### config.mk
export PLATFORM = sky130hd
export DESIGN_NAME = key_press_duration_classifier
export DESIGN_NICKNAME = d
export VERILOG_FILES = /design/src/sv/kpdc_pkg.sv /design/src/sv/key_press_duration_classifier.sv
export VERILOG_INCLUDE_DIRS = /design/src /design/src/sv
export SDC_FILE = /design/constraint.sdc
export NUM_CORES = 1
export LEC_CHECK = 0
export ABC_CLOCK_PERIOD_IN_PS = 6300
export BUFFER_PORTS_ARGS = -buffer_cell sky130_fd_sc_hd__buf_4
export CAP_MARGIN = 20
export CORE_MARGIN = 10
export CORE_UTILIZATION = 64
export CTS_BUF_LIST = sky130_fd_sc_hd__clkbuf_2
export CTS_CLUSTER_SIZE = 25
export DETAILED_ROUTE_END_ITERATION = 10
export PLACE_DENSITY = 0.83
export SLEW_MARGIN = 5
export SYNTH_ARGS = -nofsm -noshare
export SYNTH_HDL_FRONTEND = slang
export SYNTH_SLANG_ARGS = --single-unit
### constraint.sdc
create_clock -name aclk -period 6.3 [get_ports aclk]
set_clock_uncertainty 0.1 [all_clocks]
set_input_delay 0.945 -clock aclk [delete_from_list [all_inputs] [get_ports aclk]]
set_output_delay 0.945 -clock aclk [all_outputs]
set_load 0.1 [all_outputs]
### src/sv/key_press_duration_classifier_macros.svh
// Assertion helpers used by the classifier RTL.
`ifndef KEY_PRESS_DURATION_CLASSIFIER_MACROS_SVH
`define KEY_PRESS_DURATION_CLASSIFIER_MACROS_SVH

// The consequent must hold in the same cycle as the antecedent.
`define KPDC_ASSERT_SAME(label, clk, rst_n, ante, cons) \
    label: assert property (@(posedge clk) disable iff (!(rst_n)) (ante) |-> (cons)) \
        else $error("kpdc: same-cycle check failed");

// The consequent must hold in the cycle after the antecedent.
`define KPDC_ASSERT_NEXT(label, clk, rst_n, ante, cons) \
    label: assert property (@(posedge clk) disable iff (!(rst_n)) (ante) |=> (cons)) \
        else $error("kpdc: next-cycle check failed");

`endif

### src/sv/kpdc_pkg.sv
package kpdc_pkg;

    localparam int unsigned TimeW = 16;
    localparam int unsigned CfgIdxW = 3;

    typedef logic [TimeW-1:0] time_t;

    localparam logic [CfgIdxW-1:0] CFG_DEBOUNCE_TIME      = 3'd0;
    localparam logic [CfgIdxW-1:0] CFG_LONG_TIME          = 3'd1;
    localparam logic [CfgIdxW-1:0] CFG_LONG_REPEAT        = 3'd2;
    localparam logic [CfgIdxW-1:0] CFG_VERY_LONG_TIME     = 3'd3;
    localparam logic [CfgIdxW-1:0] CFG_VERY_LONG_REPEAT   = 3'd4;

    localparam time_t DEBOUNCE_TIME_RST    = 16'd10;
    localparam time_t LONG_TIME_RST        = 16'd500;
    localparam time_t LONG_REPEAT_RST      = 16'd80;
    localparam time_t VERY_LONG_TIME_RST   = 16'd2000;
    localparam time_t VERY_LONG_REPEAT_RST = 16'd12;

    typedef enum logic [3:0] {
        EV_NONE             = 4'd0,
        EV_START_SHORT      = 4'd1,
        EV_START_LONG       = 4'd2,
        EV_START_VERY_LONG  = 4'd3,
        EV_LONG_REPEAT      = 4'd4,
        EV_VERY_LONG_REPEAT = 4'd5,
        EV_END_SHORT        = 4'd6,
        EV_END_LONG         = 4'd7,
        EV_END_VERY_LONG    = 4'd8
    } event_t;

    typedef enum logic [3:0] {
        ST_IDLE      = 4'b0001,
        ST_SHORT     = 4'b0010,
        ST_LONG      = 4'b0100,
        ST_VERY_LONG = 4'b1000
    } press_state_t;

    function automatic time_t sat_add(input time_t a, input time_t b);
        logic [TimeW:0] sum;
        begin
            sum = {1'b0, a} + {1'b0, b};
            sat_add = sum[TimeW] ? {TimeW{1'b1}} : sum[TimeW-1:0];
        end
    endfunction

endpackage

### src/sv/key_press_duration_classifier.sv
// Channel   Handshake            Payload
// s_        s_valid / s_ready    s_pressed, s_elapsed_ms
// m_        m_valid / m_ready    m_event_res
// cfg_      cfg_wr_en            cfg_index, cfg_wdata
//
// The press state and both timers update at acceptance.
// The result appears in the output register the cycle after acceptance.
// A new request is accepted every cycle while the output register is empty or being drained.
// Reset is synchronous on aresetn low and restores the default timing registers.
`include "key_press_duration_classifier_macros.svh"

module key_press_duration_classifier
    import kpdc_pkg::*;
(
    input  logic               aclk,
    input  logic               aresetn,
    input  logic               s_valid,
    output logic               s_ready,
    input  logic               s_pressed,
    input  logic [15:0]        s_elapsed_ms,
    output logic               m_valid,
    input  logic               m_ready,
    output logic [3:0]         m_event_res,
    input  logic               cfg_wr_en,
    input  logic [CfgIdxW-1:0] cfg_index,
    input  logic [TimeW-1:0]   cfg_wdata
);

    time_t debounce_time_reg;
    time_t long_time_reg;
    time_t long_repeat_reg;
    time_t very_long_time_reg;
    time_t very_long_repeat_reg;

    press_state_t state_reg, state_next;
    time_t        phase_reg, phase_next;
    time_t        repeat_reg, repeat_next;
    event_t       event_next;
    logic [3:0]   m_event_res_reg;
    logic         m_valid_reg;

    time_t phase_sum;
    time_t repeat_sum;
    logic  accept;

    assign s_ready     = !m_valid_reg || m_ready;
    assign accept      = s_valid && s_ready;
    assign m_valid     = m_valid_reg;
    assign m_event_res = m_event_res_reg;

    assign phase_sum  = sat_add(phase_reg, s_elapsed_ms);
    assign repeat_sum = sat_add(repeat_reg, s_elapsed_ms);

    always_comb begin
        state_next  = state_reg;
        phase_next  = phase_reg;
        repeat_next = repeat_reg;
        event_next  = EV_NONE;
        if (s_pressed) begin
            phase_next = phase_sum;
            unique case (state_reg)
                ST_IDLE: begin
                    repeat_next = '0;
                    if (phase_sum >= debounce_time_reg) begin
                        state_next = ST_SHORT;
                        phase_next = '0;
                        event_next = EV_START_SHORT;
                    end
                end
                ST_SHORT: begin
                    repeat_next = '0;
                    if (phase_sum >= long_time_reg) begin
                        state_next = ST_LONG;
                        phase_next = '0;
                        event_next = EV_START_LONG;
                    end
                end
                ST_LONG: begin
                    repeat_next = repeat_sum;
                    if (phase_sum >= very_long_time_reg) begin
                        state_next = ST_VERY_LONG;
                        phase_next = '0;
                        event_next = EV_START_VERY_LONG;
                    end else if (repeat_sum >= long_repeat_reg) begin
                        repeat_next = repeat_sum - long_repeat_reg;
                        event_next  = EV_LONG_REPEAT;
                    end
                end
                ST_VERY_LONG: begin
                    if (phase_sum >= very_long_repeat_reg) begin
                        phase_next = '0;
                        event_next = EV_VERY_LONG_REPEAT;
                    end
                end
                default: begin
                    state_next = ST_IDLE;
                end
            endcase
        end else begin
            state_next  = ST_IDLE;
            phase_next  = '0;
            repeat_next = '0;
            unique case (state_reg)
                ST_SHORT:     event_next = EV_END_SHORT;
                ST_LONG:      event_next = EV_END_LONG;
                ST_VERY_LONG: event_next = EV_END_VERY_LONG;
                default:      event_next = EV_NONE;
            endcase
        end
    end

    always_ff @(posedge aclk) begin
        if (!aresetn) begin
            debounce_time_reg    <= DEBOUNCE_TIME_RST;
            long_time_reg        <= LONG_TIME_RST;
            long_repeat_reg      <= LONG_REPEAT_RST;
            very_long_time_reg   <= VERY_LONG_TIME_RST;
            very_long_repeat_reg <= VERY_LONG_REPEAT_RST;
        end else if (cfg_wr_en) begin
            unique case (cfg_index)
                CFG_DEBOUNCE_TIME:    debounce_time_reg    <= cfg_wdata;
                CFG_LONG_TIME:        long_time_reg        <= cfg_wdata;
                CFG_LONG_REPEAT:      long_repeat_reg      <= cfg_wdata;
                CFG_VERY_LONG_TIME:   very_long_time_reg   <= cfg_wdata;
                CFG_VERY_LONG_REPEAT: very_long_repeat_reg <= cfg_wdata;
                default: begin
                end
            endcase
        end
    end

    always_ff @(posedge aclk) begin
        if (!aresetn) begin
            state_reg   <= ST_IDLE;
            phase_reg   <= '0;
            repeat_reg  <= '0;
            m_valid_reg <= 1'b0;
        end else begin
            if (accept) begin
                state_reg   <= state_next;
                phase_reg   <= phase_next;
                repeat_reg  <= repeat_next;
                m_valid_reg <= 1'b1;
            end else if (m_ready) begin
                m_valid_reg <= 1'b0;
            end
        end
    end

    always_ff @(posedge aclk) begin
        if (accept) begin
            m_event_res_reg <= event_next;
        end
    end

    // The repeat accumulator only runs in the long state; it holds in the very long state.
    `KPDC_ASSERT_SAME(a_repeat_clear, aclk, aresetn, (state_reg == ST_IDLE || state_reg == ST_SHORT), (repeat_reg == '0))
    // An empty output register never blocks the input side.
    `KPDC_ASSERT_SAME(a_ready_when_empty, aclk, aresetn, !m_valid_reg, s_ready)
    // A released key always returns the classifier to idle.
    `KPDC_ASSERT_NEXT(a_release_idle, aclk, aresetn, (accept && !s_pressed), (state_reg == ST_IDLE && phase_reg == '0))
    // From idle the only possible results are none or the start of a short press.
    `KPDC_ASSERT_NEXT(a_idle_events, aclk, aresetn, (accept && state_reg == ST_IDLE), (m_event_res_reg == EV_NONE || m_event_res_reg == EV_START_SHORT))

endmodule
# Word-level counts from Yosys, hierarchy flattened
# Index checks and enable logic that the tools add are counted.
# totals
ff_bits	121
latchBits	0
ramBits	0
rom_bits	0
output_inout_bits	6
wordCells	71
memories	0
# op_classes
add_sub_neg	3
mul	0
div_mod_pow	0
magnitude_cmp	5
eq_ne	13
shifts	0
muxes	27
bitwise_logic	0
n_reduce_logical	13
# op_table
op	count
16-bit 2-to-1 mux	10
16-bit >= comparator	5
16-bit case mux with 4 select lines	1
16-bit by 16-bit adder with 17-bit output	2
16-bit case mux with 2 select lines	1
4-bit 2-to-1 mux	5
4-bit case mux with 4 select lines	1
16-bit subtractor	1
3-bit case mux with 4 select lines	1
4-bit case mux with 3 select lines	1
2-bit AND reduction	6
3-bit 2-to-1 mux	3
3-bit inequality test, second input constant	3
3-bit by 2-bit == test with 1-bit output, second input constant	2
5-bit AND reduction	1
4-bit by 1-bit == test with 1-bit output, second input constant	1
4-bit by 2-bit == test with 1-bit output, second input constant	1
4-bit by 3-bit == test with 1-bit output, second input constant	1
4-bit == test, second input constant	1
3-bit by 1-bit == test with 1-bit output, second input constant	1
3-bit == test, second input constant	1
3-bit zero test	1
1-bit 2-to-1 mux	3
3-bit by 2-bit inequality test with 1-bit output, second input constant	1
7 further kinds	7

# Logic depth before layout (Yosys ltp)
# Gate-level depths: netlist of the first run.
# logic_depth
word_depth	7
mapped_depth	22

# Worst setup path before layout of the first run
# No wires, ideal clock.
# synth_path
kind	input port to flip-flop
from	input port s_elapsed_ms[0]
to	register repeat_reg[11]
setup_time_ns	0.117
arrival_time_ns	5.368
required_ns	6.083
slack_ns	0.715
path_stages	20
path_buffers	2
cell_sequence	ha_1 fa_1 a211oi_1 o21bai_1 a21oi_2 o211ai_1 a31oi_1 o31ai_1 clkbuf_1 o21bai_1 ha_1 a21o_1 a21o_1 a221o_1 a31o_1 a21o_1 or3_1 buf_6 mux2_4 a22o_1
# synth_between
elab_chain_len	7
# synth_rtl
item	line	text
start, declared	key_press_duration_classifier.sv:20	input logic [15:0] s_elapsed_ms,
16-bit by 16-bit adder with 17-bit output	kpdc_pkg.sv:42	sum = {1'b0, a} + {1'b0, b};
16-bit 2-to-1 mux	kpdc_pkg.sv:43	sat_add = sum[TimeW] ? {TimeW{1'b1}} : sum[TimeW-1:0];
16-bit subtractor / 16-bit >= comparator (equally long branches)	key_press_duration_classifier.sv:85, key_press_duration_classifier.sv:84	
16-bit 2-to-1 mux	key_press_duration_classifier.sv:84	end else if (repeat_sum >= long_repeat_reg) begin
16-bit 2-to-1 mux (*)	key_press_duration_classifier.sv:80	if (phase_sum >= very_long_time_reg) begin
16-bit case mux with 2 select lines (*)	key_press_duration_classifier.sv:61	unique case (state_reg)
16-bit 2-to-1 mux (*)	key_press_duration_classifier.sv:59	if (s_pressed) begin
end signal, assigned	key_press_duration_classifier.sv:142	repeat_reg <= repeat_next;
end, declared	key_press_duration_classifier.sv:37	time_t repeat_reg, repeat_next;
# Every way passes the cells marked *; elsewhere a longest branch is shown, timed or not.
# A chain may end at the register's enable or synchronous reset.

# Final worst setup path of the first run
# layout_path
from	register phase_reg[0]
to	register phase_reg[4]
# layout_between
elab_chain_len	6
# layout_rtl
item	line	text
start, declared	key_press_duration_classifier.sv:36	time_t phase_reg, phase_next;
start signal, assigned	key_press_duration_classifier.sv:141	phase_reg <= phase_next;
16-bit by 16-bit adder with 17-bit output (*)	kpdc_pkg.sv:42	
16-bit 2-to-1 mux (*)	kpdc_pkg.sv:43	
16-bit >= comparator (on tied branches)	--	
16-bit 2-to-1 mux (on tied branches)	--	
16-bit case mux with 4 select lines (*)	key_press_duration_classifier.sv:61	
16-bit 2-to-1 mux (*)	key_press_duration_classifier.sv:59	
# Marked as above.

==> summary.md, run 1 <==
| Metric | Value |
|---|---|
| Fmax | 171 MHz |
| Last weighted congestion value of the routability-driven placer | 0.957 |
| Total of flip-flops plus latches after synthesis | 121 |
| Antenna violations before repair | 1 |
| Wire length per cell after detailed routing | 16.9 um |
| Power per cell area | 199 nW/um2 |
| Via-per-instance ratio | 5.94 |
| Worst Hold Path Cells | 2 |
| Endpoint of the worst hold-timing path | long_repeat_reg[3]$_SDFFE_PN0P_ |
| Height of the die | 135 um |
| Hold-fix buffers at CTS | 0 |
| Area Overhead vs Synth | 8.92% |
| Peak supply drop | 0.173 mV |
| Clock transition at path regs | 0.17 ns |
| Most frequent CP cell | a211oi_1 |
| Slowest cell on crit path | nor2_1 |
| Worst hold path startpoint | long_repeat_reg[3]$_SDFFE_PN0P_ |
| Total number of clock tree sinks | 121 |
| TritonCTS Buffers | 17 |
| Sequential fraction of the synthesis area | 0.293 |
| I/O pin count | 47 |
| Final period util | 0.927 |
| Total via count in the routed design | 7507 |
| Post-cts repair resize count | 0 |
| Crit-path max cell delay | 0.84 ns |
| Worst Reg2Reg Path Length in Cells | 20 |
| Fill count | 1048 |
| Top_reg_cell synth | dfxtp_1 |
| Kind of launch point of the worst setup path | flip-flop |
| Crit Path Class | reg -> reg |
| Fraction of registers with async set/reset | 0 |
| Buffer levels on the longest clock path | 2 |
| DRC violations left | 0 |
| Post-detailed-routing wire length | 21400 um |
| Depth of the CTS H-tree | 4 |
| Hold Violations, Final | 0 |
| Maximum number of pins on one net before global-route repair | 59 |
| Critical path required time | 6.87 ns |
| RSZ-0062 raised after global routing | false |
| Rows | 41 |
| Headroom to the max-slew limit | 0.307 |
| Number of nets produced by synthesis | 1188 |
| FF-to-FF End | phase_reg[4]$_SDFFE_PN0P_ |
| Standard cell core area | 12700 um2 |
| Crit. End Element | flip-flop |
| First-pass GRT wire length | 35000 um |
| Static leakage | 3.88 nW |
| Distinct cell type count after synthesis | 70 |
| Transition time at the pin with the least slew margin | 1.04 ns |
| WP data arrival | 6.41 ns |
| Vias in the first global route | 7070 |
| Detailed placer's ending HPWL | 16400 um |
| Type of the tightest min-delay check | reg -> reg |
| Nets | 1235 |
| Yosys Warn Count | 0 |
| Number of flops mapped to enable cells by yosys | 4 |
| GRT overflow | 0 |
| Area of the die | 18100 um2 |
| Effective utilization at floorplan | 0.660 |
| Die width | 135 um |
| Worst-skew pair later-pin latency | 0.73 ns |
| Final critical delay including setup and external delays | 5.84 ns |
| Max-slew violation total from the final report | 0 |
| IO buf count | 46 |
| Root Buffer Master | clkbuf_2 |
| Run status | completed |
| Final antenna-violating net count | 0 |
| Largest fanout on the critical path | 15 |
| Max Cap Viol | 0 |
| Sum of internal, switching and leakage power | 1.82 mW |
| FF-to-FF Start | phase_reg[0]$_SDFFE_PN0P_ |
| Synthesized area per cell | 8.13 um2 |
| Tot GR Track Use | 0.236 |
| Ratio of cells with drive above 1 in the final layout | 0.104 |
| Post-Place Setup Slack | -0.0431 ns |
| Number of detailed-routing iterations run before antenna repair | 7 |
| Worst Setup Slack, final | 0.458 ns |
| Violation count after the first detailed-route iteration | 738 |
| Synth Instances | 1032 |
| Post-Syn Area | 8390 um2 |
| Clock tree from TritonCTS | done |
| Setup slack of the worst register-to-register path | 0.46 ns |
| Ordered list of cells on the worst path | ha_1 > fa_1 > a211oi_1 > o21bai_1 > a21oi_2 > o211ai_1 > a31oi_1 > o31ai_1 > buf_2 > or2_2 > ha_1 > a211oi_1 > nor2_1 > a2111oi_0 > a211oi_1 > o22ai_1 > a22o_1 > a221oi_1 > nor2_1 > a22o_1 |
| Setup violations, final | 0 |
| Post-CTS Setup Bufs | 0 |
## stage by stage
| step | area (um2) | std cells | setup TNS, ns | utilization | hold WS, ns |
|---|---|---|---|---|---|
| finish | 9140 | 1264 | 0 | 0.718 | 0.366 |
| CTS | 9130 | 1262 | 0 | 0.718 | 0.339 |
| detailed placement | 8930 | 1231 | -0.523 | 0.702 | 0.348 |
| global placement | 8920 | 1230 | -0.517 | 0.701 | 0.339 |
| floorplan | 8390 | 1032 | 0 | - | 0.329 |
| global route | 9140 | 1264 | 0 | 0.718 | 0.332 |
## per-layer routing
metal | vias up | track usage | routed length (um)
li1 | 3772 | - | -
met1 | 3454 | 0.311 | 9930
met2 | 254 | 0.370 | 9610
met3 | 27 | 0.0579 | 1470
met4 | 0 | 0.0780 | 376
met5 | - | 0 | 0
## power breakdown
part           internal, mW  switching (mW)
sequential            0.792          0.0134
clock                 0.175           0.297
combinational         0.226           0.318
## cells by family (layout without fill, tap and decap cells)
| family | after synthesis | count (layout) | share of synthesized area |
|---|---|---|---|
| buffers and inverters | 123 | 182 | 0.0580 |
| AOI/OAI and AO/OA | 307 | 307 | 0.254 |
| adders and majority gates | 115 | 115 | 0.174 |
| DFF | 121 | 121 | 0.293 |
| xor gates and xnor gates | 27 | 27 | 0.0282 |
| other | 0 | 1 | 0 |
| and+or+nand+nor | 332 | 332 | 0.182 |
| muxes | 7 | 7 | 0.0103 |
## cells in the final DEF (no fill, tap or decap), types with 5 or more instances in the layout
master / count
o21ai_1: 6
a21boi_0: 38
nor3_1: 13
nand3_1: 17
o21a_1: 14
xor2_1: 7
nor2b_1: 8
clkbuf_2: 19
a211oi_1: 16
inv_1: 88
buf_4: 61
a31oi_1: 6
nand4_1: 6
nor2_1: 47
a21oi_1: 69
dfxtp_1: 117
or2_2: 6
a22o_1: 23
o211ai_1: 22
o21ai_0: 36
and3_1: 9
nand2b_1: 17
ha_1: 112
nand2_1: 182
a21o_1: 20
and2_1: 5
xnor2_1: 20
clkinv_2: 5
o21bai_1: 8
o31ai_1: 11
## critical path, delay by kind of cell, from the launching register on
kind	cells	cell delay, ns
flops	1	0.40
compound gates	13	2.74
fa+ha+maj	3	1.00
simple gates	3	1.33
buf+inv	1	0.21
## worst max-delay path by stage
| stage | end | cells past startpoint | slack [ns] | start |
|---|---|---|---|---|
| after CTS | phase_reg[12]$_SDFFE_PN0P_ | 20 | 0.61 | phase_reg[0]$_SDFFE_PN0P_ |
| final | phase_reg[4]$_SDFFE_PN0P_ | 20 | 0.46 | phase_reg[0]$_SDFFE_PN0P_ |
| after global placement | phase_reg[1]$_SDFFE_PN0P_ | 20 | -0.04 | s_elapsed_ms[0] |
| after floorplan | repeat_reg[11]$_SDFFE_PN0P_ | 20 | 0.71 | s_elapsed_ms[0] |
| after detailed placement | phase_reg[4]$_SDFFE_PN0P_ | 21 | -0.04 | s_elapsed_ms[0] |
| after global routing | phase_reg[7]$_SDFFE_PN0P_ | 20 | 0.09 | phase_reg[0]$_SDFFE_PN0P_ |
## area by class of cell
class | count | area, um2 | area share
inverter | 88 | 330 | 0.0361
timing repair buffer | 63 | 483 | 0.0528
antenna | 1 | 2.50 | 0.000274
sequential | 121 | 2460 | 0.269
multi-input combinational | 788 | 5440 | 0.595
tap | 172 | 215 | 0.0235
clock inverter | 12 | 109 | 0.0119
clock buffer | 19 | 95.1 | 0.0104
## Yosys cell counts (all sizes together), types with 4 or more instances
| master | count | area (um2) |
|---|---|---|
| a22o | 23 | 201 |
| xnor2 | 20 | 175 |
| a21o | 20 | 150 |
| o21bai | 8 | 60.1 |
| mux2 | 4 | 56.3 |
| a211o | 4 | 35.0 |
| a21oi | 72 | 372 |
| clkbuf | 29 | 109 |
| ha | 112 | 1400 |
| o31a | 4 | 35.0 |
| and2 | 5 | 31.3 |
| a21boi | 38 | 285 |
| a31oi | 6 | 37.5 |
| o211ai | 22 | 165 |
| nand4 | 6 | 37.5 |
| nand2b | 18 | 120 |
| or2 | 6 | 37.5 |
| edfxtp | 4 | 120 |
| nand3 | 17 | 85.1 |
| o31ai | 12 | 95.1 |
| buf | 6 | 47.5 |
| dfxtp | 117 | 2340 |
| a211oi | 17 | 133 |
| nor2 | 47 | 176 |
| o21ai | 42 | 210 |
| o21a | 14 | 105 |
| xor2 | 7 | 61.3 |
| inv | 88 | 330 |
| and3 | 9 | 56.3 |
| nand2 | 182 | 683 |
| a2111oi | 6 | 77.6 |
| nor3 | 13 | 65.1 |
| nor2b | 8 | 50.1 |
No activity file was read; power rests on OpenSTA's default activity.
==> inputs of run 2 (changes only) <==
--- a/config.mk
+++ b/config.mk
@@ -6,15 +6,16 @@
 export SDC_FILE = /design/constraint.sdc
 export NUM_CORES = 1
 export LEC_CHECK = 0
-export ABC_CLOCK_PERIOD_IN_PS = 6300
+export ABC_AREA = 1
+export ABC_CLOCK_PERIOD_IN_PS = 6800
 export BUFFER_PORTS_ARGS = -buffer_cell sky130_fd_sc_hd__buf_4
 export CAP_MARGIN = 20
 export CORE_MARGIN = 10
-export CORE_UTILIZATION = 64
+export CORE_UTILIZATION = 65
 export CTS_BUF_LIST = sky130_fd_sc_hd__clkbuf_2
 export CTS_CLUSTER_SIZE = 25
 export DETAILED_ROUTE_END_ITERATION = 10
-export PLACE_DENSITY = 0.83
+export PLACE_DENSITY = 0.84
 export SLEW_MARGIN = 5
 export SYNTH_ARGS = -nofsm -noshare
 export SYNTH_HDL_FRONTEND = slang
==> constraint.sdc (replaced) <==
create_clock -name aclk -period 6.8 [get_ports aclk]
set_clock_uncertainty 0.1 [all_clocks]
set_input_delay 1.02 -clock aclk [delete_from_list [all_inputs] [get_ports aclk]]
set_output_delay 1.02 -clock aclk [all_outputs]
set_load 0.1 [all_outputs]
==> run 2 against run 1 <==
Cell count up 28%; worst setup slack better by 1.7 ns; sequential share of layout area down 1.9 points; synthesized area up 9.5%; global-route usage up 2.5 points; first-iteration DRC count up 0.54%; final area up 7.7%; synthesized cell count up 35%; largest cell class unchanged.
==> summary.md, run 2 <==
| Metric | Value |
|---|---|
| Post-Place Setup Slack | 1.57 ns |
| Maximum number of pins on one net before global-route repair | 80 |
| Wire length per cell after detailed routing | 15.9 um |
| TritonCTS Buffers | 17 |
| Mux cell area share after synthesis | 0 |
| Detailed placer's ending HPWL | 20600 um |
| Share of synthesized cell area in full adder, half adder and majority cells | 0.159 |
| Nets | 1586 |
| Power per cell area | 194 nW/um2 |
| Synth Instances | 1395 |
| DP Cell Count | 1591 |
| Post-CTS Setup Bufs | 0 |
| Worst-skew pair later-pin latency | 0.72 ns |
| Leading cell types by total area after synthesis | dfxtp_1 25%, nand2_1 15%, ha_1 15%, a21oi_1 8.9%, inv_1 8.3% |
| Total number of clock tree sinks | 121 |
| Number of nets produced by synthesis | 1551 |
| First-pass GRT wire length | 41600 um |
| Clock tree from TritonCTS | done |
| DRC violations left | 0 |
| Peak supply drop | 0.128 mV |
| Run status | completed |
| Crit. End Element | flip-flop |
| Most area-hungry cell type in the Yosys netlist | dfxtp_1 |
| Tot GR Track Use | 0.261 |
| Fin Hold WS | 0.378 ns |
| Commonest non-fill, non-tap cells in the layout | 377 x nand2_1, 203 x inv_1, 164 x a21oi_1 |
| Type of the tightest min-delay check | reg -> reg |
| GRT overflow | 0 |
| Last weighted congestion value of the routability-driven placer | 0.992 |
| WP data arrival | 5.11 ns |
| Kind of launch point of the worst setup path | input pin |
| Final period util | 0.677 |
| Violation count after the first detailed-route iteration | 742 |
| Top_reg_cell synth | dfxtp_1 |
| Most numerous cell types in the synthesized netlist | 377 x nand2_1, 203 x inv_1, 164 x a21oi_1 |
| Clock transition at path regs | 0.20 ns |
| Buffer levels on the longest clock path | 2 |
| Vias in the first global route | 8441 |
| Area of the die | 19300 um2 |
| Depth of the CTS H-tree | 4 |
| Hold Violations, Final | 0 |
| Post-detailed-routing wire length | 25900 um |
| Total via count in the routed design | 9077 |
| Headroom to the max-slew limit | 0.318 |
| Final critical delay including setup and external delays | 4.60 ns |
| Portion of synthesized cell area occupied by the leading cell type | 0.255 |
| IO buf count | 46 |
| Area share of and/or/nand/nor cells after synthesis | 0.281 |
| Fraction of registers with async set/reset | 0 |
| Setup violations, final | 0 |
| Static leakage | 5.02 nW |
| Transition time at the pin with the least slew margin | 1.02 ns |
| Total of flip-flops plus latches after synthesis | 121 |
| Diodes inserted | 0 |
| Sequential fraction of the synthesis area | 0.268 |
| Area Overhead vs Synth | 7.16% |
| Fmax | 217 MHz |
| Number of flops mapped to enable cells by yosys | 4 |
| Yosys Warn Count | 0 |
| Synthesized area per cell | 6.59 um2 |
| Max Cap Viol | 0 |
| Die width | 139 um |
| Standard cell core area | 13900 um2 |
| Post-Syn Area | 9190 um2 |
| Effective utilization at floorplan | 0.662 |
| Via-per-instance ratio | 5.59 |
| Most common cell in the netlist | nand2_1 |
| I/O pin count | 47 |
| Antenna violations before repair | 0 |
| Synth Area in XOR/XNOR | 0.0172 |
| Largest fanout on the critical path | 16 |
| RSZ-0062 raised after global routing | false |
| Complex-gate fraction of the synthesized area | 0.168 |
| Post-cts repair resize count | 0 |
| Root Buffer Master | clkbuf_2 |
| Rows | 43 |
| Finished Core Util | 0.709 |
| Critical path required time | 7.31 ns |
| Crit Path Class | in -> reg |
| Most common library cell in the layout ignoring fill and taps | nand2_1 |
| Number of detailed-routing iterations run before antenna repair | 5 |
| Height of the die | 139 um |
| Distinct cell type count after synthesis | 46 |
| Accumulated negative setup slack | 0 ns |
| Ratio of cells with drive above 1 in the final layout | 0.0845 |
| Final std cells w/o fill | 1623 |
| Worst Setup Slack, final | 2.20 ns |
| Final antenna-violating net count | 0 |
| Combinational family with the most area after synthesis | simple AND/OR/NAND/NOR gates |
| Hold-fix buffers at CTS | 0 |
| Max-slew violation total from the final report | 0 |
## run 2: worst paths after layout
| check | startpoint | end | slack (ns) | depth (start not counted) |
|---|---|---|---|---|
| hold reg to reg | long_time_reg[1]$_SDFFE_PN0P_ | long_time_reg[1]$_SDFFE_PN0P_ | 0.38 | 2 |
| setup / recovery | s_elapsed_ms[0] | phase_reg[9]$_SDFFE_PN0P_ | 2.20 | 22 |
| setup reg to reg | phase_reg[0]$_SDFFE_PN0P_ | phase_reg[9]$_SDFFE_PN0P_ | 2.26 | 21 |
| hold / removal | long_time_reg[1]$_SDFFE_PN0P_ | long_time_reg[1]$_SDFFE_PN0P_ | 0.38 | 2 |
## run 2: worst max-delay path, stage by stage
cell and delay (ns):
buf_4 0.11, ha_1 0.21, fa_1 0.42, nand3_1 0.13, nand2_1 0.09, nand2_1 0.09, nand3_2 0.11, a21oi_2 0.58
inv_2 0.14, nor2_1 0.28, inv_1 0.16, ha_1 0.32, nand2_1 0.09, nor2_1 0.20, nor3b_1 0.33, nand2_1 0.13
nand4_1 0.11, nand2_1 0.06, nor2_1 0.13, nand2_2 0.21, nand2_1 0.12, a21oi_1 0.06
## run 2: per-layer routing
metal  share of wire  vias up  global-route usage
met2            0.50      262               0.454
met4           0.025        0              0.0895
met1            0.43     4157               0.314
met5               0        -                   0
li1                -     4607                   -
met3           0.052       51              0.0466
## run 2: final cells by class
cell class / count / area (um2)
Clock inverter: 15 / 146
Fill cell: 1243 / 4040
Sequential cell: 121 / 2460
Multi-Input combinational cell: 1023 / 5750
Tap cell: 180 / 225
Clock buffer: 17 / 85.1
Timing Repair Buffer: 47 / 353
Inverter: 220 / 826
## run 2: stage by stage
step                      power [mW]  cell area [um2]
final                           1.91             9850
after global routing            2.02             9850
after CTS                       1.90             9850
after detailed placement        1.43             9610
after global placement          1.42             9610
after floorplan                 1.26             9190
## run 2: cells by family after synthesis
| kind of cell | count (synthesis) |
|---|---|
| AND/OR/NAND/NOR | 602 |
| flip-flops | 121 |
| XOR/XNOR | 18 |
| buffers and inverters | 251 |
| AO/OA/AOI/OAI | 288 |
| adder cells (fa/ha/maj) | 115 |
## run 2: report_power, final
| part | internal (mW) | switching [mW] | total (mW) |
|---|---|---|---|
| Clock | 0.169 | 0.304 | 0.473 |
| Sequential | 0.743 | 0.0141 | 0.757 |
| Combinational | 0.226 | 0.450 | 0.676 |
| Total | 1.14 | 0.769 | 1.91 |
